## src/hdl/pee_pkg.sv

```systemverilog
// Shared constants, codes and types of the Pauli expectation engine.
// No dependencies; every other file in hdl/ but pee_queue refers to this package.
`timescale 1ns / 1ps

package pee_pkg;

  // defaults for the top-level parameters
  localparam int MAX_QUBITS_DEF = 10;
  localparam int AMP_BITS_DEF   = 16;

  // qubit-count register
  localparam int NUM_QUBITS_W   = 4;
  localparam int NUM_QUBITS_RST = 10;

  // fixed-point formats
  localparam int FRAC_OUT = 30;   // fraction bits of every rescaled product
  localparam int SCALED_W = 32;   // rescaled product, |p| <= 2^30
  localparam int TERM_W   = 35;   // doubled sum of two rescaled products
  localparam int ACC_W    = 48;   // Q17.30 accumulator
  localparam int EXP_W    = 34;   // Q3.30 result
  localparam int OUT_TDATA_W = ((EXP_W + 7) / 8) * 8;

  // depth of the queue between the front and back parts
  localparam int QUEUE_DEPTH = 4;

  // op codes carried in the input tuser
  localparam logic OP_LOAD = 1'b0;
  localparam logic OP_EVAL = 1'b1;

  // status codes carried in the output tuser
  localparam logic STATUS_OK       = 1'b0;
  localparam logic STATUS_MASK_ERR = 1'b1;

  // classification of one queued transaction
  typedef struct packed {
    logic is_eval;    // evaluate, else load
    logic err;        // mask bit at or above the qubit count
    logic y_odd;      // odd number of Y qubits: use imaginary part
    logic neg_phase;  // bit 1 of the Y count: negate the pair terms
  } cls_t;

endpackage

```

## src/hdl/pee_front.sv

```systemverilog
// Front part: accept input transactions, classify them and pack the queue entry.
// Depends on pee_pkg.
`timescale 1ns / 1ps

module pee_front #(
  parameter int MaxQubits = pee_pkg::MAX_QUBITS_DEF,
  parameter int AmpBits   = pee_pkg::AMP_BITS_DEF,
  parameter int InW       = ((4 * MaxQubits + 2 * AmpBits + 7) / 8) * 8,
  parameter int PayW      = 3 * MaxQubits + 2 * AmpBits
) (
  input  logic                              s_axis_tvalid_i,
  output logic                              s_axis_tready_o,
  // amp_index, amp_real, amp_imag, x_mask, y_mask, z_mask, zero fill
  input  logic [InW-1:0]                    s_axis_tdata_i,
  // op
  input  logic [0:0]                        s_axis_tuser_i,
  input  logic [pee_pkg::NUM_QUBITS_W-1:0]  num_qubits_i,
  output logic                              q_valid_o,
  input  logic                              q_ready_i,
  output pee_pkg::cls_t                     q_cls_o,
  output logic [PayW-1:0]                   q_data_o
);

  localparam int QW = MaxQubits;
  localparam int A  = AmpBits;

  logic [QW-1:0] amp_index, x_mask, y_mask, z_mask, any_mask;
  logic [A-1:0]  amp_real, amp_imag;
  logic [pee_pkg::NUM_QUBITS_W:0] y_count;

  assign amp_index = s_axis_tdata_i[QW-1:0];
  assign amp_real  = s_axis_tdata_i[QW+A-1:QW];
  assign amp_imag  = s_axis_tdata_i[QW+2*A-1:QW+A];
  assign x_mask    = s_axis_tdata_i[2*QW+2*A-1:QW+2*A];
  assign y_mask    = s_axis_tdata_i[3*QW+2*A-1:2*QW+2*A];
  assign z_mask    = s_axis_tdata_i[4*QW+2*A-1:3*QW+2*A];

  assign any_mask = x_mask | y_mask | z_mask;
  assign y_count  = ($bits(y_count))'($countones(y_mask));

  always_comb begin
    q_cls_o.is_eval   = (s_axis_tuser_i[0] == pee_pkg::OP_EVAL);
    q_cls_o.err       = q_cls_o.is_eval && ((any_mask >> num_qubits_i) != '0);
    q_cls_o.y_odd     = y_count[0];
    q_cls_o.neg_phase = y_count[1];
  end

  // flip mask X|Y, sign mask Y|Z
  assign q_data_o = {y_mask | z_mask, x_mask | y_mask, amp_imag, amp_real, amp_index};

  assign q_valid_o       = s_axis_tvalid_i;
  assign s_axis_tready_o = q_ready_i;

endmodule

```

## config.mk

```make
export PLATFORM = sky130hd
export DESIGN_NAME = pee_front
export DESIGN_NICKNAME = d
export VERILOG_FILES = /design/src/hdl/pee_pkg.sv /design/src/hdl/pee_front.sv
export SDC_FILE = /design/constraint.sdc
export NUM_CORES = 1
export LEC_CHECK = 0
export BUFFER_PORTS_ARGS = -buffer_cell sky130_fd_sc_hd__buf_4
export CAP_MARGIN = 30
export CORE_MARGIN = 10
export CORE_UTILIZATION = 27
export DETAILED_ROUTE_END_ITERATION = 10
export GPL_TIMING_DRIVEN = 0
export PLACE_DENSITY_LB_ADDON = 0.12
export SYNTH_ARGS = -nofsm -noshare
export SYNTH_HDL_FRONTEND = slang
export SYNTH_SLANG_ARGS = --single-unit
```

## constraint.sdc

```tcl
create_clock -name vclk -period 3.35
set_input_delay 0.335 -clock vclk [all_inputs]
set_output_delay 0.335 -clock vclk [all_outputs]
set_load 0.02 [all_outputs]
```

==> flow_summary.json, run 1 <==
{
  "final-seq-area_sq_um": 0,
  "io_pins": 147,
  "rsz0062_at_grt": "no",
  "crit_type": "input port to primary output",
  "fmax_mhz": 315,
  "synthTopCellsByArea": "buf_4 (43%), or2_2 (16%), fa_1 (10%)",
  "synth_area_leader_cell": "buf_4",
  "cap_viol_max_count": 0,
  "fillers": 267,
  "syn-num-nets": 189,
  "final_nets": 294,
  "crit_end": "q_cls_o[0]",
  "drc": 0,
  "yosysSeqAreaShare_pct": 0,
  "startpoint_type": "input port",
  "routed_wl_um": 3780,
  "crit_fanout": 4,
  "p_per_area_nw_per_um2": 203,
  "drv_slew": 0,
  "synth_area_per_cell_sq_um": 7.44,
  "period_needed_ns": 3.18,
  "crit_required_ns": 3.01,
  "synth_top_area_share_pct": 43.3,
  "synthesis.area_sq_um": 781,
  "drtAntennaViolNets": 0,
  "core_area_sq_um": 2760,
  "grt_overflow": 0,
  "antenna_found_initial": 0,
  "slew_headroom_pct": 79.7,
  "power_frac_clock_pct": 0,
  "p_sw_w": 0.000155,
  "crit_path_end_kind": "primary output",
  "place_worst_setup_slack_ns": 0.111,
  "area_growth_syn_to_layout_pct": 104,
  "gp_congestion": 0.709,
  "peakVddDrop_mv": 0.177,
  "drt_iter0_drc": 4,
  "die-height_um": 73.8,
  "syn_inst": 105,
  "fin_crit_sh_pct": 94.9,
  "yosysMostFrequentCell": "buf_4",
  "dp_hpwl_um": 3690,
  "nFlopsAndLatches": 0,
  "grt_max_degree": 8,
  "yosysUniqueCellTypes": 21,
  "synth_commonest_cells": "buf_4 (45), or2_2 (20), inv_1 (10)",
  "p_leak_nw": 0.891,
  "die_w_um": 73.8,
  "swShare_pct": 47.7,
  "num_rows": 19,
  "drive_gt1_share_pct": 81.7,
  "nClkBuffers": 0,
  "grt_pass1_wl_um": 5290,
  "crit_start": "s_axis_tdata_i[52]",
  "routed_via_density": 4.21,
  "detail_route.first_pass.iterations": 2,
  "setup-tns-final_ns": 0,
  "whs_ns": 0.870,
  "start_util_pct": 28.3,
  "post_drt_wl_per_cell_um": 15.8,
  "status": "complete, no violations",
  "yosys_warnings": 0,
  "holdPathStages": 2,
  "cp.arrival_ns": 2.84,
  "fin_area_sq_um": 1590,
  "setup_slack_ns": 0.171,
  "setup_viol": 0,
  "p_comb_share_pct": 100.0,
  "dieArea_sq_um": 5440,
  "io_buffers": 103,
  "worst_slew_pin_slew_ns": 0.302,
  "vias": 1007,
  "hp-class": "input port to primary output",
  "p_int_w": 0.000169,
  "hold_viol": 0,
  "diodes": 0,
  "grt_pass1_vias": 1143,
  "cts_resized": 0,
  "placed_cell_area_sq_um": 1590,
  "grt_util_all_layers_pct": 11.6,
  "p_seq_share_pct": 0
}
worst min-delay path by stage:
stage	startpoint	endpoint	slack, ns
CTS	s_axis_tdata_i[29]	q_data_o[29]	0.87
global route	s_axis_tdata_i[40]	q_data_o[40]	0.87
floorplan	s_axis_tuser_i	q_cls_o[3]	0.78
detailed placement	s_axis_tdata_i[29]	q_data_o[29]	0.87
finish	s_axis_tdata_i[29]	q_data_o[29]	0.87
global placement	s_axis_tdata_i[18]	q_data_o[18]	0.87
timing repair:
item / 4_1_cts / 5_1_grt
hold buffers: 0 / 0
setup endpoints to repair: 0 / 1
setup buffers: 0 / 0
power by group through the flow:
stage	Sequential, W	Combinational, W	Clock, W
after floorplan	0	0.000186	0
after global placement	0	0.000324	0
after detailed placement	0	0.000328	0
after CTS	0	0.000330	0
after global routing	0	0.000352	0
final	0	0.000324	0
kinds of logic (layout without fill, tap and decap cells):
group	Yosys count	count (layout)	share of synthesized area (%)
adder cells (fa/ha/maj)	5	5	11.9
XOR/XNOR	4	4	4.49
AND/OR/NAND/NOR	31	31	25.5
multiplexers	1	1	1.28
buffers and inverters	55	158	48.1
AO/OA/AOI/OAI	9	9	8.81
area by class of cell:
type	count	area, sq um	area share [%]
buffer	45	338	21.2
timing repair buffer	103	773	48.5
tap	31	38.8	2.44
inverter	10	37.5	2.36
multi-input combinational	50	405	25.5
routing by layer:
metal	up-vias	track usage [%]	routed length, um
li1	498	-	-
met1	429	9.27	1070
met2	80	21.9	1960
met3	0	10.2	757
met4	0	0	0
met5	-	0	0
cell usage in the layout, fill, tap and decap left out:
cell / n
nor4_1: 2
nor2_1: 1
nand2_1: 1
inv_1: 10
o21ai_0: 1
o21ai_1: 1
mux2i_1: 1
nor4b_4: 1
a21oi_1: 2
or2_2: 20
buf_4: 148
a21boi_0: 1
xor2_1: 1
o2111ai_1: 1
nor3_1: 6
fa_1: 4
ha_1: 1
o41ai_2: 1
a311oi_1: 1
o31ai_1: 1
xnor2_1: 3
critical path: stages:
cell     delay [ns]
buf_4          0.13
fa_1           0.54
inv_1          0.05
fa_1           0.45
fa_1           0.50
inv_1          0.04
ha_1           0.18
xor2_1         0.15
xnor2_1        0.16
xnor2_1        0.14
buf_4          0.17
metrics by stage:
| stage | util [%] | total power [W] | cells |
|---|---|---|---|
| 2_1_floorplan | - | 0.000186 | 105 |
| 3_3_place_gp | 57.8 | 0.000324 | 239 |
| 3_5_place_dp | 57.8 | 0.000328 | 239 |
| 4_1_cts | 57.8 | 0.000330 | 239 |
| 5_1_grt | 57.8 | 0.000352 | 239 |
| 6_report | 57.8 | 0.000324 | 239 |
Note: power is estimated with default switching activity, not from simulation.
==> run 2, diff against run 1 <==
Settings changed: PLACE_DENSITY from default to 0.8, PLACE_DENSITY_LB_ADDON 0.12 to default.
==> flow_summary.json, run 2 (same netlist as run 1, synthesis figures left out) <==
{
  "status": "complete, no violations",
  "final-seq-area_sq_um": 0,
  "crit_fanout": 4,
  "fmax_mhz": 314,
  "hold_buffers": 0,
  "fin_crit_sh_pct": 95.1,
  "grt_pass1_vias": 1086,
  "p_per_area_nw_per_um2": 202,
  "slew_headroom_pct": 75.4,
  "detail_route.first_pass.iterations": 4,
  "rsz0062_at_grt": "no",
  "worst_slew_pin_slew_ns": 0.366,
  "cp.arrival_ns": 2.85,
  "stdcell_count": 239,
  "final_cell_mix": "buf_4 (148), or2_2 (20), inv_1 (10)",
  "crit_required_ns": 3.01,
  "cts_setup_buffers": 0,
  "fin_area_sq_um": 1590,
  "post_drt_wl_per_cell_um": 15.2,
  "critPathMostFrequentCell": "fa_1",
  "vias": 976,
  "final_common_cell": "buf_4",
  "grt_util_all_layers_pct": 11.2,
  "drive_gt1_share_pct": 81.7,
  "period_needed_ns": 3.19,
  "p_comb_share_pct": 100.0,
  "gp_congestion": 0.704,
  "start_util_pct": 28.3,
  "swShare_pct": 47.6,
  "routed_wl_um": 3630,
  "setup_viol": 0,
  "crit_type": "input port to primary output",
  "io_pins": 147,
  "num_rows": 19,
  "startpoint_type": "input port",
  "cpPeakStageDelay_ns": 0.52,
  "io_buffers": 103,
  "crit_path_end_kind": "primary output",
  "cp_slowest_cell": "fa_1",
  "hold_viol": 0,
  "drv_slew": 0,
  "p_int_w": 0.000169,
  "place_inst": 239,
  "drtAntennaViolNets": 0,
  "p_leak_nw": 0.891,
  "area_growth_syn_to_layout_pct": 104,
  "power_frac_clock_pct": 0,
  "placed_cell_area_sq_um": 1590,
  "dieArea_sq_um": 5440,
  "critical_path.top_delay_family": "adder cells",
  "peakVddDrop_mv": 0.174,
  "core_area_sq_um": 2760,
  "diodes": 0,
  "die_w_um": 73.8,
  "nFlopsAndLatches": 0,
  "antenna_found_initial": 0,
  "drc": 0,
  "hp-class": "input port to primary output",
  "setup-tns-final_ns": 0,
  "finish.utilization_pct": 57.8,
  "grt_max_degree": 8,
  "nClkBuffers": 0,
  "die-height_um": 73.8,
  "p_sw_w": 0.000153,
  "cap_viol_max_count": 0,
  "cts_resized": 0,
  "path_cells": "buf_4 -> fa_1 -> inv_1 -> fa_1 -> fa_1 -> inv_1 -> ha_1 -> xor2_1 -> xnor2_1 -> xnor2_1 -> buf_4",
  "routed_via_density": 4.08,
  "drt_iter0_drc": 4,
  "final_nets": 294,
  "fillers": 280,
  "grt_pass1_wl_um": 5020,
  "crit_buf_inv": 4,
  "grt_overflow": 0,
  "p_seq_share_pct": 0
}
run 2: cell counts in the layout (fill, tap and decap cells not counted):
No cell type changed its count.
run 2: layout make-up:
| type | count | area (sq um) | area share, % |
|---|---|---|---|
| multi-input cells | 50 | 405 | 25.5 |
| well taps | 31 | 38.8 | 2.44 |
| inverters | 10 | 37.5 | 2.36 |
| repair buffers | 103 | 773 | 48.5 |
| plain buffers | 45 | 338 | 21.2 |
run 2: final timing paths:
kind              cells past startpoint               start            to  slack, ns
setup / recovery                     11  s_axis_tdata_i[52]    q_cls_o[0]       0.16
hold / removal                        2  s_axis_tdata_i[28]  q_data_o[28]       0.87
run 2: power by group through the flow:
stage	combinational [W]	clock [W]	sequential, W
after floorplan	0.000186	0	0
final	0.000322	0	0
after CTS	0.000328	0	0
after global routing	0.000348	0	0
after detailed placement	0.000328	0	0
after global placement	0.000325	0	0
run 2: metal layers:
metal	GRT usage, %	part of all wire (%)
met5	0	0
met4	0	0
met3	9.29	19
met2	21.1	55
met1	9.28	26
run 2: through the flow:
step / worst slack (ns) / total power [W] / hold WS [ns]
6_report: 0.164 / 0.000322 / 0.868
5_1_grt: 0.0746 / 0.000348 / 0.871
4_1_cts: 0.139 / 0.000328 / 0.870
3_5_place_dp: 0.140 / 0.000328 / 0.870
3_3_place_gp: 0.151 / 0.000325 / 0.870
2_1_floorplan: 0.303 / 0.000186 / 0.783
==> run 3, diff against run 2 <==
Settings changed: PLACE_DENSITY 0.8 to 0.86.
==> flow_summary.json, run 3 (same netlist as run 1, synthesis figures left out) <==
{
  "p_per_area_nw_per_um2": 204,
  "final_common_cell": "buf_4",
  "core_area_sq_um": 2760,
  "gp_congestion": 0.723,
  "cap_viol_max_count": 0,
  "area_growth_syn_to_layout_pct": 104,
  "crit_path_end_kind": "primary output",
  "cts_setup_buffers": 0,
  "crit_buf_inv": 4,
  "period_needed_ns": 3.22,
  "grt_pass1_wl_um": 5090,
  "crit_required_ns": 3.01,
  "hold_viol": 0,
  "cp_slowest_cell": "fa_1",
  "cpPeakStageDelay_ns": 0.54,
  "worstHoldStart": "s_axis_tdata_i[28]",
  "io_buffers": 103,
  "io_pins": 147,
  "rsz0062_at_grt": "no",
  "drtAntennaViolNets": 0,
  "setup-tns-final_ns": 0,
  "drive_gt1_share_pct": 81.7,
  "final_cell_mix": "buf_4 (148), or2_2 (20), inv_1 (10)",
  "grt_overflow": 0,
  "placed_cell_area_sq_um": 1590,
  "diodes": 0,
  "critical_path.top_delay_family": "adder cells",
  "vias": 983,
  "crit_fanout": 4,
  "num_rows": 19,
  "grt_pass1_vias": 1074,
  "post_drt_wl_per_cell_um": 15.4,
  "detail_route.first_pass.iterations": 2,
  "hp-class": "input port to primary output",
  "drc": 0,
  "die_w_um": 73.8,
  "dp_hpwl_um": 3550,
  "dieArea_sq_um": 5440,
  "start_util_pct": 28.3,
  "final-seq-area_sq_um": 0,
  "hold_buffers": 0,
  "path_cells": "buf_4 -> fa_1 -> inv_1 -> fa_1 -> fa_1 -> inv_1 -> ha_1 -> xor2_1 -> xnor2_1 -> xnor2_1 -> buf_4",
  "routed_wl_um": 3670,
  "nClkBuffers": 0,
  "routed_via_density": 4.11,
  "finish.utilization_pct": 57.8,
  "critPathMostFrequentCell": "fa_1",
  "die-height_um": 73.8,
  "fin_area_sq_um": 1590,
  "worst_slew_pin_slew_ns": 0.296,
  "p_leak_nw": 0.891,
  "fin_crit_sh_pct": 96.2,
  "startpoint_type": "input port",
  "peakVddDrop_mv": 0.163,
  "crit_type": "input port to primary output",
  "drv_slew": 0,
  "grt_max_degree": 8,
  "slew_headroom_pct": 80.1,
  "fmax_mhz": 310,
  "setup_viol": 0,
  "antenna_found_initial": 0,
  "multi_input_area_sq_um": 405,
  "cts_resized": 0,
  "crit_start": "s_axis_tdata_i[52]",
  "grt_util_all_layers_pct": 11.2,
  "nFlopsAndLatches": 0,
  "fillers": 282,
  "cp.arrival_ns": 2.89,
  "drt_iter0_drc": 6,
  "final_nets": 294,
  "status": "complete, no violations"
}
-- run 3: cell counts in the layout (fill, tap and decap cells not counted) --
No cell type changed its count.
-- run 3: final timing paths --
path,cells after the start,slack (ns),endpoint
max,11,0.13,q_cls_o[0]
min,2,0.87,q_data_o[28]
-- run 3: area by class of cell --
type	instances	share of cell area (%)
inverters	10	2.36
repair buffers	103	48.5
plain buffers	45	21.2
multi-input cells	50	25.5
well taps	31	2.44
-- run 3: metal layers --
layer	vias up	global-route usage (%)	wire length (um)
met1	414	9.04	1030
met5	-	0	0
met2	71	22.4	2010
met3	0	7.94	635
met4	0	0	0
li1	498	-	-
-- run 3: power by group --
part,internal (W),switching [W]
combinational,0.000169,0.000155
sequential,0,0
clock,0,0
-- run 3: per-stage QoR --
stage | instances | total power, W | setup WS, ns | hold WS [ns]
after floorplan | 105 | 0.000186 | 0.303 | 0.783
after global placement | 239 | 0.000328 | 0.114 | 0.870
after detailed placement | 239 | 0.000331 | 0.114 | 0.870
after CTS | 239 | 0.000332 | 0.0989 | 0.870
after global routing | 239 | 0.000349 | 0.0189 | 0.873
final | 239 | 0.000324 | 0.128 | 0.869
