--- config.mk ---
export PLATFORM = sky130hd
export DESIGN_NAME = pee_queue
export DESIGN_NICKNAME = d
export VERILOG_FILES = /design/src/hdl/pee_queue.sv
export SDC_FILE = /design/constraint.sdc
export NUM_CORES = 1
export LEC_CHECK = 0
export ABC_AREA = 1
export BUFFER_PORTS_ARGS = -buffer_cell sky130_fd_sc_hd__clkbuf_2
export CAP_MARGIN = 5
export CORE_MARGIN = 5
export CORE_UTILIZATION = 45
export DETAILED_ROUTE_END_ITERATION = 8
export PLACE_DENSITY = 0.75
export SYNTH_ARGS = -nofsm -noshare
export SYNTH_HDL_FRONTEND = slang
export SYNTH_SLANG_ARGS = --single-unit
--- constraint.sdc ---
create_clock -name clk_i -period 3.6 [get_ports clk_i]
set_clock_uncertainty 0.2 [all_clocks]
set_input_delay 0.72 -clock clk_i [delete_from_list [all_inputs] [get_ports clk_i]]
set_output_delay 0.72 -clock clk_i [all_outputs]
set_load 0.03 [all_outputs]
--- src/hdl/pee_queue.sv ---
// Short first-in first-out queue between the front and back parts.
// Depends on no other file.
`timescale 1ns / 1ps

module pee_queue #(
  parameter int Width = 8,
  parameter int Depth = 4
) (
  input  logic             clk_i,
  input  logic             rst_ni,
  input  logic             wr_valid_i,
  output logic             wr_ready_o,
  input  logic [Width-1:0] wr_data_i,
  output logic             rd_valid_o,
  input  logic             rd_ready_i,
  output logic [Width-1:0] rd_data_o
);

  localparam int PtrW = (Depth > 1) ? $clog2(Depth) : 1;

  logic [Width-1:0] mem_q [Depth];
  logic [PtrW-1:0]  wr_ptr_q, wr_ptr_d, rd_ptr_q, rd_ptr_d;
  logic [PtrW:0]    count_q, count_d;
  logic             push, pop;

  assign wr_ready_o = (count_q != (PtrW+1)'(Depth));
  assign rd_valid_o = (count_q != '0);
  assign push       = wr_valid_i && wr_ready_o;
  assign pop        = rd_valid_o && rd_ready_i;
  assign rd_data_o  = mem_q[rd_ptr_q];

  always_comb begin
    wr_ptr_d = wr_ptr_q;
    rd_ptr_d = rd_ptr_q;
    count_d  = count_q;
    if (push) begin
      wr_ptr_d = (wr_ptr_q == PtrW'(Depth - 1)) ? '0 : wr_ptr_q + PtrW'(1);
    end
    if (pop) begin
      rd_ptr_d = (rd_ptr_q == PtrW'(Depth - 1)) ? '0 : rd_ptr_q + PtrW'(1);
    end
    if (push && !pop) begin
      count_d = count_q + (PtrW+1)'(1);
    end else if (pop && !push) begin
      count_d = count_q - (PtrW+1)'(1);
    end
  end

  always_ff @(posedge clk_i or negedge rst_ni) begin
    if (!rst_ni) begin
      wr_ptr_q <= '0;
      rd_ptr_q <= '0;
      count_q  <= '0;
    end else begin
      wr_ptr_q <= wr_ptr_d;
      rd_ptr_q <= rd_ptr_d;
      count_q  <= count_d;
    end
  end

  always_ff @(posedge clk_i) begin
    if (push) begin
      mem_q[wr_ptr_q] <= wr_data_i;
    end
  end

endmodule

==> results of run 1 <==
[layout make-up]
cell class                      instances  area, sq um  share of cell area
Multi-Input combinational cell         78        449.2              0.2279
Clock buffer                            5        68.82             0.03492
Sequential cell                        39         1136              0.5765
Tap cell                               48        60.06             0.03048
Clock inverter                          3        38.79             0.01968
Timing Repair Buffer                   21        105.1             0.05333
Inverter                               30        112.6             0.05714
[synthesized netlist by cell type, drive strengths merged]
master	n
ha	6
dfrtp	7
xnor2	1
fa	1
o211ai	16
nand4	1
nand3	7
nor2	6
inv	30
o21ai	1
edfxtp	32
nand2	39
buf	5
[routing by layer]
metal	global-route usage	wire length [um]
met1	0.1392	1237
met2	0.2386	1664
met3	0.05540	158
met4	0.07787	87
met5	0	0
[per-stage QoR]
stage / hold slack [ns] / cell area (sq um) / power [mW] / std cells / utilization
2_1_floorplan: 0.2244 / 1754 / 1.238 / 152 / -
3_3_place_gp: 0.2946 / 1863 / 1.331 / 216 / 0.5013
3_5_place_dp: 0.3149 / 1863 / 1.378 / 216 / 0.5013
4_1_cts: 0.04881 / 1971 / 1.735 / 224 / 0.5303
5_1_grt: 0.04885 / 1971 / 1.836 / 224 / 0.5303
6_report: 0.05122 / 1971 / 1.713 / 224 / 0.5303
[power groups by stage]
stage	clock network [mW]	registers [mW]	logic, mW
2_1_floorplan	0	0.658	0.579
3_3_place_gp	0	0.720	0.610
3_5_place_dp	0	0.733	0.645
4_1_cts	0.359	0.724	0.651
5_1_grt	0.383	0.743	0.711
6_report	0.352	0.723	0.638
[kinds of logic (layout without fill, tap and decap cells)]
family,Yosys count,count (layout)
buffers and inverters,35,59
AOI/OAI and AO/OA,17,17
and+or+nand+nor,53,53
DFF,39,39
adders and majority gates,7,7
xor gates and xnor gates,1,1
[worst register-to-register path: stages, from the launching register on]
cell and delay [ns]:
dfrtp_1 0.40, inv_1 0.11, nand3_1 0.19, nand2_2 0.15, ha_1 0.17, inv_1 0.07, fa_1 0.39, nand2_1 0.11
nand3_1 0.09, nand2_1 0.06, nand2_1 0.05
[final timing paths]
check / slack, ns / to / startpoint / cells after the start
setup / recovery: 0.84 / rd_data_o[5] / rd_ptr_q[0] / 3
hold / removal: 0.05 / count_q[0] / rst_ni / 1
hold reg to reg: 0.33 / count_q[2] / count_q[2] / 2
setup reg to reg: 1.49 / count_q[2] / count_q[1] / 10
min in group clk_i: 0.33 / count_q[2] / count_q[2] / 2
max in group asynchronous: 2.98 / count_q[1] / rst_ni / 1
[sequential cells by signal, summed over array words and instances (netlist names)]
| signal | count |
|---|---|
| mem_q | 32 |
| count_q | 3 |
| rd_ptr_q | 2 |
| wr_ptr_q | 2 |
==> summary.md, run 1 <==
| Metric | Value |
|---|---|
| CP Capture Type | `output port` |
| Yosys reg bits | `39` |
| Clk pwr share | `0.205` |
| Die Ht | `between 70 and 80 um` |
| GRT overflow | `0` |
| Fmax | `0.3623 GHz` |
| Adder-cell share of the synthesized area | `0.05421` |
| Worst-margin pin slew | `0.9988 ns` |
| Synth area leader | `edfxtp_1` |
| Critical-path top delay cell | `dfrtp_1` |
| Port Buffers | `21` |
| Syn Area/Cell | `11.54 sq um` |
| Initial antenna violation count | `0` |
| CTS hold repair buffers | `0` |
| Final period utilization | `0.7667` |
| Layout cell share with drive strength beyond 1 | `0.1818` |
| Layout area overhead | `12.34%` |
| Combinational share of power | `0.373` |
| Placer congestion estimate | `0.7285` |
| YS warnings | `0` |
| Post-synthesis mux area share | `0` |
| Post_cts resized | `0` |
| Largest family of logic cells by synthesized area | `simple AND/OR/NAND/NOR gates` |
| Clk Latency, worst-skew pair | `0.29 ns` |
| Compound-Gate Fraction of Synth Area | `0.07133` |
| CP max stage delay | `1.00 ns` |
| Top Family by Delay on Critical Path | `flip-flops` |
| Final Net Count | `just under 200` |
| Seq pwr share | `0.422` |
| Final Critical Period | `roughly 2.8 ns` |
| Vias/cell | `just under 5` |
| Die span in x | `72.44 um` |
| CTS Buf Count | `5` |
| Detailed placement HPWL | `2.236 mm` |
| Critical Path RT | `2.68 ns` |
| Most frequent cells in the layout | `37 x nand2_1, 32 x edfxtp_1, 29 x inv_1` |
| CP max FO | `35` |
| Status | `finished clean` |
| CTS tree | `yes` |
| Fin. max-slew vios | `0` |
| Num ports | `22` |
| Xor/xnor share of the synthesized area | `0.004993` |
| Final setup violation count | `0` |
| Post-CTS setup buffers | `0` |
| Top-area cell type share of the netlist area | `0.5478` |
| First drt pass iteration count | `4` |
| Library cells used by synthesis | `16` |
| Critical-path cell list | `o211ai_1 > nand2_1 > clkbuf_2` |
| WS Path Type | `reg -> out` |
| CTS sink count | `39` |
| Maximum VDD drop | `0.3729 mV` |
| First-pass GRT wire length | `5.271 mm` |
| Vias in the first global route | `around 1200` |
| WP data arrival | `1.84 ns` |
| Simple-gate share of the synthesized area | `0.1255` |
| Worst Setup Start Kind | `flip-flop` |
| Wire per inst | `14.05 um` |
| Unrepaired setup endpoints after global routing | `false` |
| Initial core utilization | `0.4721` |
| Synth Cell Area | `approximately 1800 sq um` |
| Leak | `0.8680 nW` |
| Remaining DRCs | `0` |
| Placeable core area | `3716 sq um` |
| Sw frac | `0.4078` |
| Most common cell after layout, fill and taps aside | `nand2_1` |
| Clock slew at reported path FFs | `roughly 0.080 ns` |
| Pwr dens | `869.1 nW/um^2` |
| Worst-case clock buffer depth | `2` |
| Worst hold path class | `in -> async` |
| Site row count | `22` |
| Root buf cell | `clkbuf_8` |
| Area contributors post-synth | `edfxtp_1 55%, dfrtp_1 10%, nand2_1 7.9%` |
| Largest net degree at the start of global routing | `36` |
| Ant. Diodes | `0` |
| Sequential-to-total area share from yosys stat | `0.6476` |
| Place WS | `1.156 ns` |
| Slew HR | `0.3341` |
| Final Hold Viols | `0` |
| WL final | `3.148 mm` |
| Fin Setup TNS | `0 ns` |
| Max-cap violations | `0` |
| Internal | `1.014 mW` |
| Initial drt markers | `40` |
| Total track usage | `0.1375` |
| Vias | `roughly 1100` |
| Buffer and inverter count on the worst path | `1` |
| Worst setup margin | `0.8400 ns` |
| Net Count, Synth | `roughly 170` |
| Final ANT Viol Nets | `0` |
| Die area | `5247 sq um` |
| Switching power | `0.6985 mW` |
| Htree depth | `2` |
| Cells after Synth | `152` |
| Fillers | `315` |
Note: power is estimated with default switching activity, not from simulation.
==> inputs of run 2 (changes only) <==
==> constraint.sdc (replaced) <==
create_clock -name clk_i -period 2.6 [get_ports clk_i]
set_clock_uncertainty 0.2 [all_clocks]
set_input_delay 0.52 -clock clk_i [delete_from_list [all_inputs] [get_ports clk_i]]
set_output_delay 0.52 -clock clk_i [all_outputs]
set_load 0.03 [all_outputs]
==> run 2 against run 1 <==
Effect of this change: flip-flop and latch count unchanged; first-iteration DRC count rose to 3.1 times the previous value; combinational power increased by 57%; sequential share of layout area fell by 0.69 points; worst setup slack got worse by 0.50 ns; total power rose by 35%; routed wire length grew 0.13%; utilization is 0.64 points higher; cell count rose by 2.7%; critical path depth increased by 1; die area unchanged; critical path type unchanged.
==> summary.md, run 2 (synthesized netlist as in run 1, its figures left out) <==
| Metric | Value |
|---|---|
| Critical-path cell list | `inv_1 > o211ai_1 > nand2_1 > clkbuf_2` |
| Largest net degree at the start of global routing | `33 (-8.3%)` |
| Final Hold Viols | `0 (unchanged)` |
| Htree depth | `2 (unchanged)` |
| Die span in x | `72.44 um (unchanged)` |
| CP Capture Type | `output port` |
| WHS | `0.2531 ns (+0.2018 ns)` |
| Placeable core area | `3716 sq um (unchanged)` |
| CP max stage delay | `0.59 ns (-0.41 ns)` |
| Final ANT Viol Nets | `0 (unchanged)` |
| Remaining DRCs | `0 (unchanged)` |
| Die Ht | `72.44 um (unchanged)` |
| Clk Latency, worst-skew pair | `0.29 ns (about the same)` |
| Worst-case clock buffer depth | `2 (unchanged)` |
| Initial drt markers | `123 (+210%)` |
| Status | `finished clean` |
| Final Net Count | `200 (+3.1%)` |
| First drt pass iteration count | `4 (unchanged)` |
| Final period utilization | `0.8678` |
| Layout area overhead | `13.69%` |
| WP data arrival | `1.54 ns (-0.30 ns)` |
| Max-cap violations | `0 (unchanged)` |
| Critical-path top delay cell | `dfrtp_1` |
| GRT overflow | `0 (unchanged)` |
| WS Path Type | `reg -> out` |
| Largest reg by FF count | `mem_q` |
| Worst Setup Start Kind | `flip-flop` |
| Root buf cell | `clkbuf_8` |
| Detailed placement HPWL | `2.316 mm (+3.6%)` |
| Site row count | `22 (unchanged)` |
| CTS Buf Count | `5 (unchanged)` |
| Hold endpoint | `mem_q[1][6]` |
| Initial core utilization | `0.4721 (unchanged)` |
| Post-CTS setup buffers | `0 (unchanged)` |
| Leak | `0.8821 nW (+1.6%)` |
| CTS sink count | `39 (unchanged)` |
| Pwr dens | `1163 nW/um^2 (+34%)` |
| Fin. max-slew vios | `0 (unchanged)` |
| Fmax | `0.4432 GHz` |
| Die area | `5247 sq um (unchanged)` |
| CP max FO | `11 (-69%)` |
| Critical Path RT | `1.88 ns (-0.80 ns)` |
| Hold_sp | `wr_data_i[6]` |
| Total track usage | `0.1360 (-0.001437)` |
| Final setup violation count | `0 (unchanged)` |
| Clock slew at reported path FFs | `0.07 ns (about the same)` |
| Leading registers by flop count | `mem_q (32), count_q (3)` |
| Ant. Diodes | `0 (unchanged)` |
| Vias | `1131 (+4.1%)` |
| WL final | `3.152 mm (+0.13%)` |
| Vias in the first global route | `1153 (-0.86%)` |
| Reg2reg setup slack | `0.50 ns (-0.99 ns)` |
| Port Buffers | `21 (unchanged)` |
| Power Total | `2.320 mW (+35%)` |
| CTS tree | `yes` |
| Slew HR | `0.7313 (+0.3971)` |
| Worst-margin pin slew | `0.4031 ns (-0.5957 ns)` |
| Wire per inst | `13.70 um (-2.5%)` |
| Most common cell after layout, fill and taps aside | `nand2_1` |
| Worst hold stages | `1` |
| Vias/cell | `4.917 (+1.4%)` |
| Post_cts resized | `0 (unchanged)` |
| Layout Utilization | `0.5367 (+0.006397)` |
| R2R depth | `9 (-1)` |
| Critical R2R Capture | `count_q[1]` |
| Final Critical Period | `2.256 ns` |
| Worst hold path class | `in -> reg` |
| Layout cell share with drive strength beyond 1 | `0.1978 (+0.01598)` |
| Max reg flops | `32 (unchanged)` |
| Maximum VDD drop | `0.5773 mV (+55%)` |
| Num ports | `22 (unchanged)` |
| Fin Setup TNS | `0 ns (unchanged)` |
| Placer congestion estimate | `0.7579 (+4.0%)` |
| Most frequent cells in the layout | `37 x nand2_1, 32 x edfxtp_1, 29 x inv_1` |
| Unrepaired setup endpoints after global routing | `false` |
| First-pass GRT wire length | `5.285 mm (+0.27%)` |
| Initial antenna violation count | `0 (unchanged)` |
| R2r startpoint | `count_q[1]` |
run 2: cell count changes in the layout (fill, tap and decap cells not counted):
cell           delta
clkinv_1          +1
dlygate4sd3_1     +1
clkinvlp_4        +1
buf_4             +5
bufinv_16         -1
clkinv_2          -1
run 2: repair_timing:
| action | in CTS | in global routing |
|---|---|---|
| endpoints found under the hold margin | 7 | 0 |
| hold buffers | 1 | 0 |
| endpoints found under the setup margin | 0 | 0 |
run 2: worst max path at each step:
stage | from | endpoint | slack [ns] | cells past startpoint
finish | rd_ptr_q[1] | rd_data_o[0] | 0.34 | 4
floorplan | count_q[1] | count_q[2] | 0.48 | 10
CTS | rd_ptr_q[1] | rd_data_o[4] | 0.32 | 4
global placement | wr_valid_i | count_q[2] | 0.64 | 10
detailed placement | wr_valid_i | count_q[2] | 0.52 | 10
global route | rd_ptr_q[1] | rd_data_o[7] | 0.21 | 4
run 2: report_power, final:
part           total (mW)  internal [mW]  switching, mW  leakage (nW)
Clock               0.381          0.182          0.199        0.0392
Combinational        1.00          0.320          0.680         0.465
Sequential          0.938          0.839         0.0995         0.378
run 2: worst max-delay path, delay by kind of cell (launching register included):
family	cells	cell delay, ns
compound gates	1	0.15
simple gates	1	0.08
buf+inv	2	0.43
flops	1	0.59
run 2: per-layer routing:
metal  vias to the layer above  routed length (um)  global-route usage
met5                         -                   0                   0
met4                         0                  65             0.06148
met3                         6                 129             0.03463
met2                        24                1702              0.2417
met1                       541                1255              0.1527
li1                        560                   -                   -
run 2: area by class of cell:
class / instances / area (sq um)
clock inverters: 3 / 15.01
clock buffers: 5 / 68.82
flip-flops and latches: 39 / 1136
multi-input cells: 78 / 449.2
well taps: 48 / 60.06
fillers: 327 / 1722
repair buffers: 27 / 152.6
inverters: 30 / 112.6
run 2: metrics by stage:
stage	cell area (sq um)	setup WS, ns	std cells
after CTS	1994	0.3243	230
final	1994	0.3437	230
after global routing	1994	0.2065	230
after detailed placement	1901	0.5207	221
after global placement	1901	0.6408	221
after floorplan	1754	0.4766	152
==> inputs of run 3 (changes only) <==
--- a/config.mk
+++ b/config.mk
@@ -6,10 +6,12 @@
 export NUM_CORES = 1
 export LEC_CHECK = 0
 export ABC_AREA = 1
+export ABC_CLOCK_PERIOD_IN_PS = 2690
 export BUFFER_PORTS_ARGS = -buffer_cell sky130_fd_sc_hd__clkbuf_2
 export CAP_MARGIN = 5
 export CORE_MARGIN = 5
 export CORE_UTILIZATION = 45
+export CTS_CLUSTER_DIAMETER = 30
 export DETAILED_ROUTE_END_ITERATION = 8
 export PLACE_DENSITY = 0.75
 export SYNTH_ARGS = -nofsm -noshare
==> constraint.sdc (replaced) <==
create_clock -name clk_i -period 2.69 [get_ports clk_i]
set_clock_uncertainty 0.2 [all_clocks]
set_input_delay 0.538 -clock clk_i [delete_from_list [all_inputs] [get_ports clk_i]]
set_output_delay 0.538 -clock clk_i [all_outputs]
set_load 0.03 [all_outputs]
==> run 3 against run 2 <==
Effect of this change: cell count stayed put; combinational power down 5%; clock-buffer cell count is 2 higher; non-clock buffer count unchanged; utilization is 0.067 points lower; critical path depth unchanged; cell area fell by 0.13%; first-iteration DRC count is 42% lower; flip-flop and latch count stayed put; worst setup slack gained 0.10 ns; total power decreased by 4.4%; routed wire length down 6.2%; critical endpoint unchanged; largest cell class unchanged; largest power group unchanged.
==> summary.md, run 3 (synthesized netlist as in run 1, its figures left out) <==
| Metric | Value |
|---|---|
| GRT overflow | `0 (unchanged)` |
| Final ANT Viol Nets | `0 (unchanged)` |
| Worst setup margin | `0.4485 ns (+0.1048 ns)` |
| Final Hold Viols | `0 (unchanged)` |
| CTS tree | `yes` |
| Slew HR | `0.7512 (+0.01997)` |
| Num ports | `22 (unchanged)` |
| Seq pwr share | `0.406 (about the same)` |
| Placer congestion estimate | `0.7406 (-2.3%)` |
| Post_cts resized | `0 (unchanged)` |
| Wire per inst | `12.85 um (-6.2%)` |
| Most frequent cells in the layout | `37 x nand2_1, 32 x edfxtp_1, 29 x inv_1` |
| Worst-margin pin slew | `0.3731 ns (-0.02995 ns)` |
| Fin Setup TNS | `0 ns (unchanged)` |
| Vias in the first global route | `1137 (-1.4%)` |
| Initial core utilization | `0.4721 (unchanged)` |
| Internal | `1.299 mW (-3.1%)` |
| Initial drt markers | `71 (-42%)` |
| Die span in x | `72.44 um (unchanged)` |
| Placeable core area | `3716 sq um (unchanged)` |
| Hold_sp | `wr_data_i[1]` |
| Maximum VDD drop | `0.4843 mV (-16%)` |
| Die Ht | `72.44 um (unchanged)` |
| Remaining DRCs | `0 (unchanged)` |
| Clk Latency, worst-skew pair | `0.29 ns (about the same)` |
| Clock slew at reported path FFs | `0.07 ns (about the same)` |
| Pwr dens | `1113 nW/um^2 (-4.3%)` |
| WL final | `2.956 mm (-6.2%)` |
| Layout area overhead | `13.55%` |
| Vias | `1097 (-3.0%)` |
| Status | `finished clean` |
| Site row count | `22 (unchanged)` |
| Critical Path RT | `1.95 ns (+0.07 ns)` |
| WP data arrival | `1.50 ns (-0.04 ns)` |
| Die area | `5247 sq um (unchanged)` |
| First-pass GRT wire length | `5.071 mm (-4.0%)` |
| Layer with the highest usage | `met2` |
| Final Net Count | `200 (unchanged)` |
| CP Capture Type | `output port` |
| Max reg flops | `32 (unchanged)` |
| Max-cap violations | `0 (unchanged)` |
| Root buf cell | `clkbuf_8` |
| Leak | `0.8851 nW (+0.34%)` |
| CP max FO | `11 (unchanged)` |
| Worst hold path class | `in -> reg` |
| Htree depth | `2 (unchanged)` |
| Most common cell after layout, fill and taps aside | `nand2_1` |
| Unrepaired setup endpoints after global routing | `false` |
| CTS Buf Count | `5 (unchanged)` |
| Met1 Use GR | `0.1408 (-0.01192)` |
| Fmax | `0.4461 GHz` |
| Sw frac | `0.4140 (-0.008062)` |
| Crit path launch | `rd_ptr_q[1]` |
| GR Layer Usage met3 | `0.05402 (+0.01939)` |
| Vias/cell | `4.770 (-3.0%)` |
| Initial antenna violation count | `0 (unchanged)` |
| Port Buffers | `21 (unchanged)` |
| Global Route met2 Usage | `0.2224 (-0.01921)` |
| R2r startpoint | `count_q[1]` |
| First drt pass iteration count | `5 (+1)` |
| Fillers | `341 (+4.3%)` |
| Ant. Diodes | `0 (unchanged)` |
| Layout Utilization | `0.5360 (-0.0006730)` |
| Largest net degree at the start of global routing | `36 (+9.1%)` |
| WS Path Type | `reg -> out` |
| Final setup violation count | `0 (unchanged)` |
| Final period utilization | `0.8333` |
| Clk pwr share | `0.166 (+0.002)` |
| Total track usage | `0.1316 (-0.004452)` |
| Largest reg by FF count | `mem_q` |
| Worst Setup Start Kind | `flip-flop` |
| Fin. max-slew vios | `0 (unchanged)` |
| Final Critical Period | `roughly 2.2 ns` |
| Leading registers by flop count | `mem_q (32), count_q (3)` |
| CTS sink count | `39 (unchanged)` |
| Worst-case clock buffer depth | `2 (unchanged)` |
| Detailed placement HPWL | `2.159 mm (-6.8%)` |
| Combinational share of power | `0.428 (-0.003)` |
| Switching power | `0.9176 mW (-6.3%)` |
| Place WS | `0.6268 ns (+0.1060 ns)` |
| Layout cell share with drive strength beyond 1 | `0.1978 (unchanged)` |
==> run 3: worst paths after layout <==
kind	end	slack, ns	cells after the start
setup reg to reg	count_q[2]	0.59	10
min in group asynchronous	count_q[1]	0.43	2
setup / recovery	rd_data_o[0]	0.45	4
hold / removal	mem_q[1][1]	0.27	1
hold reg to reg	count_q[2]	0.33	2
max in group asynchronous	rd_ptr_q[1]	1.69	2
==> run 3: timing repair <==
action / CTS / global route
setup buffers: 0 / 0
hold endpoints to repair: 7 / 0
hold buffers: 1 / 0
==> run 3: worst max-delay path: stages, from the launching register on <==
cell and delay (ns):
dfrtp_1 0.57, inv_1 0.24, o211ai_1 0.14, nand2_1 0.08, clkbuf_2 0.19
==> run 3: through the flow <==
step | power (mW) | instance area [sq um] | instances | hold WS, ns
after global placement | 1.824 | 1901 | 221 | 0.1838
after CTS | 2.248 | 1992 | 230 | 0.2578
after global routing | 2.390 | 1992 | 230 | 0.2530
final | 2.217 | 1992 | 230 | 0.2687
after detailed placement | 1.872 | 1901 | 221 | 0.1947
after floorplan | 1.657 | 1754 | 152 | 0.04241
==> run 3: power by group through the flow <==
stage               sequential (mW)  combinational (mW)  clock, mW
floorplan                     0.881               0.776          0
global placement              0.903               0.921          0
detailed placement            0.914               0.958          0
CTS                           0.901               0.966      0.382
global route                  0.915                1.07      0.410
finish                        0.900               0.949      0.367
==> run 3: layout make-up <==
| class | instances | area, sq um | area share |
|---|---|---|---|
| timing repair buffer | 27 | 152.6 | 0.07663 |
| clock buffer | 7 | 76.32 | 0.03832 |
| clock inverter | 1 | 5.005 | 0.002513 |
| inverter | 30 | 112.6 | 0.05653 |
| tap | 48 | 60.06 | 0.03015 |
| multi-input combinational | 78 | 449.2 | 0.2255 |
| sequential | 39 | 1136 | 0.5704 |
==> run 3: per-layer routing <==
| layer | vias up | part of all wire |
|---|---|---|
| met5 | - | 0 |
| met3 | 8 | 0.063 |
| met1 | 505 | 0.39 |
| met4 | 0 | 0.021 |
| met2 | 28 | 0.52 |
| li1 | 556 | - |
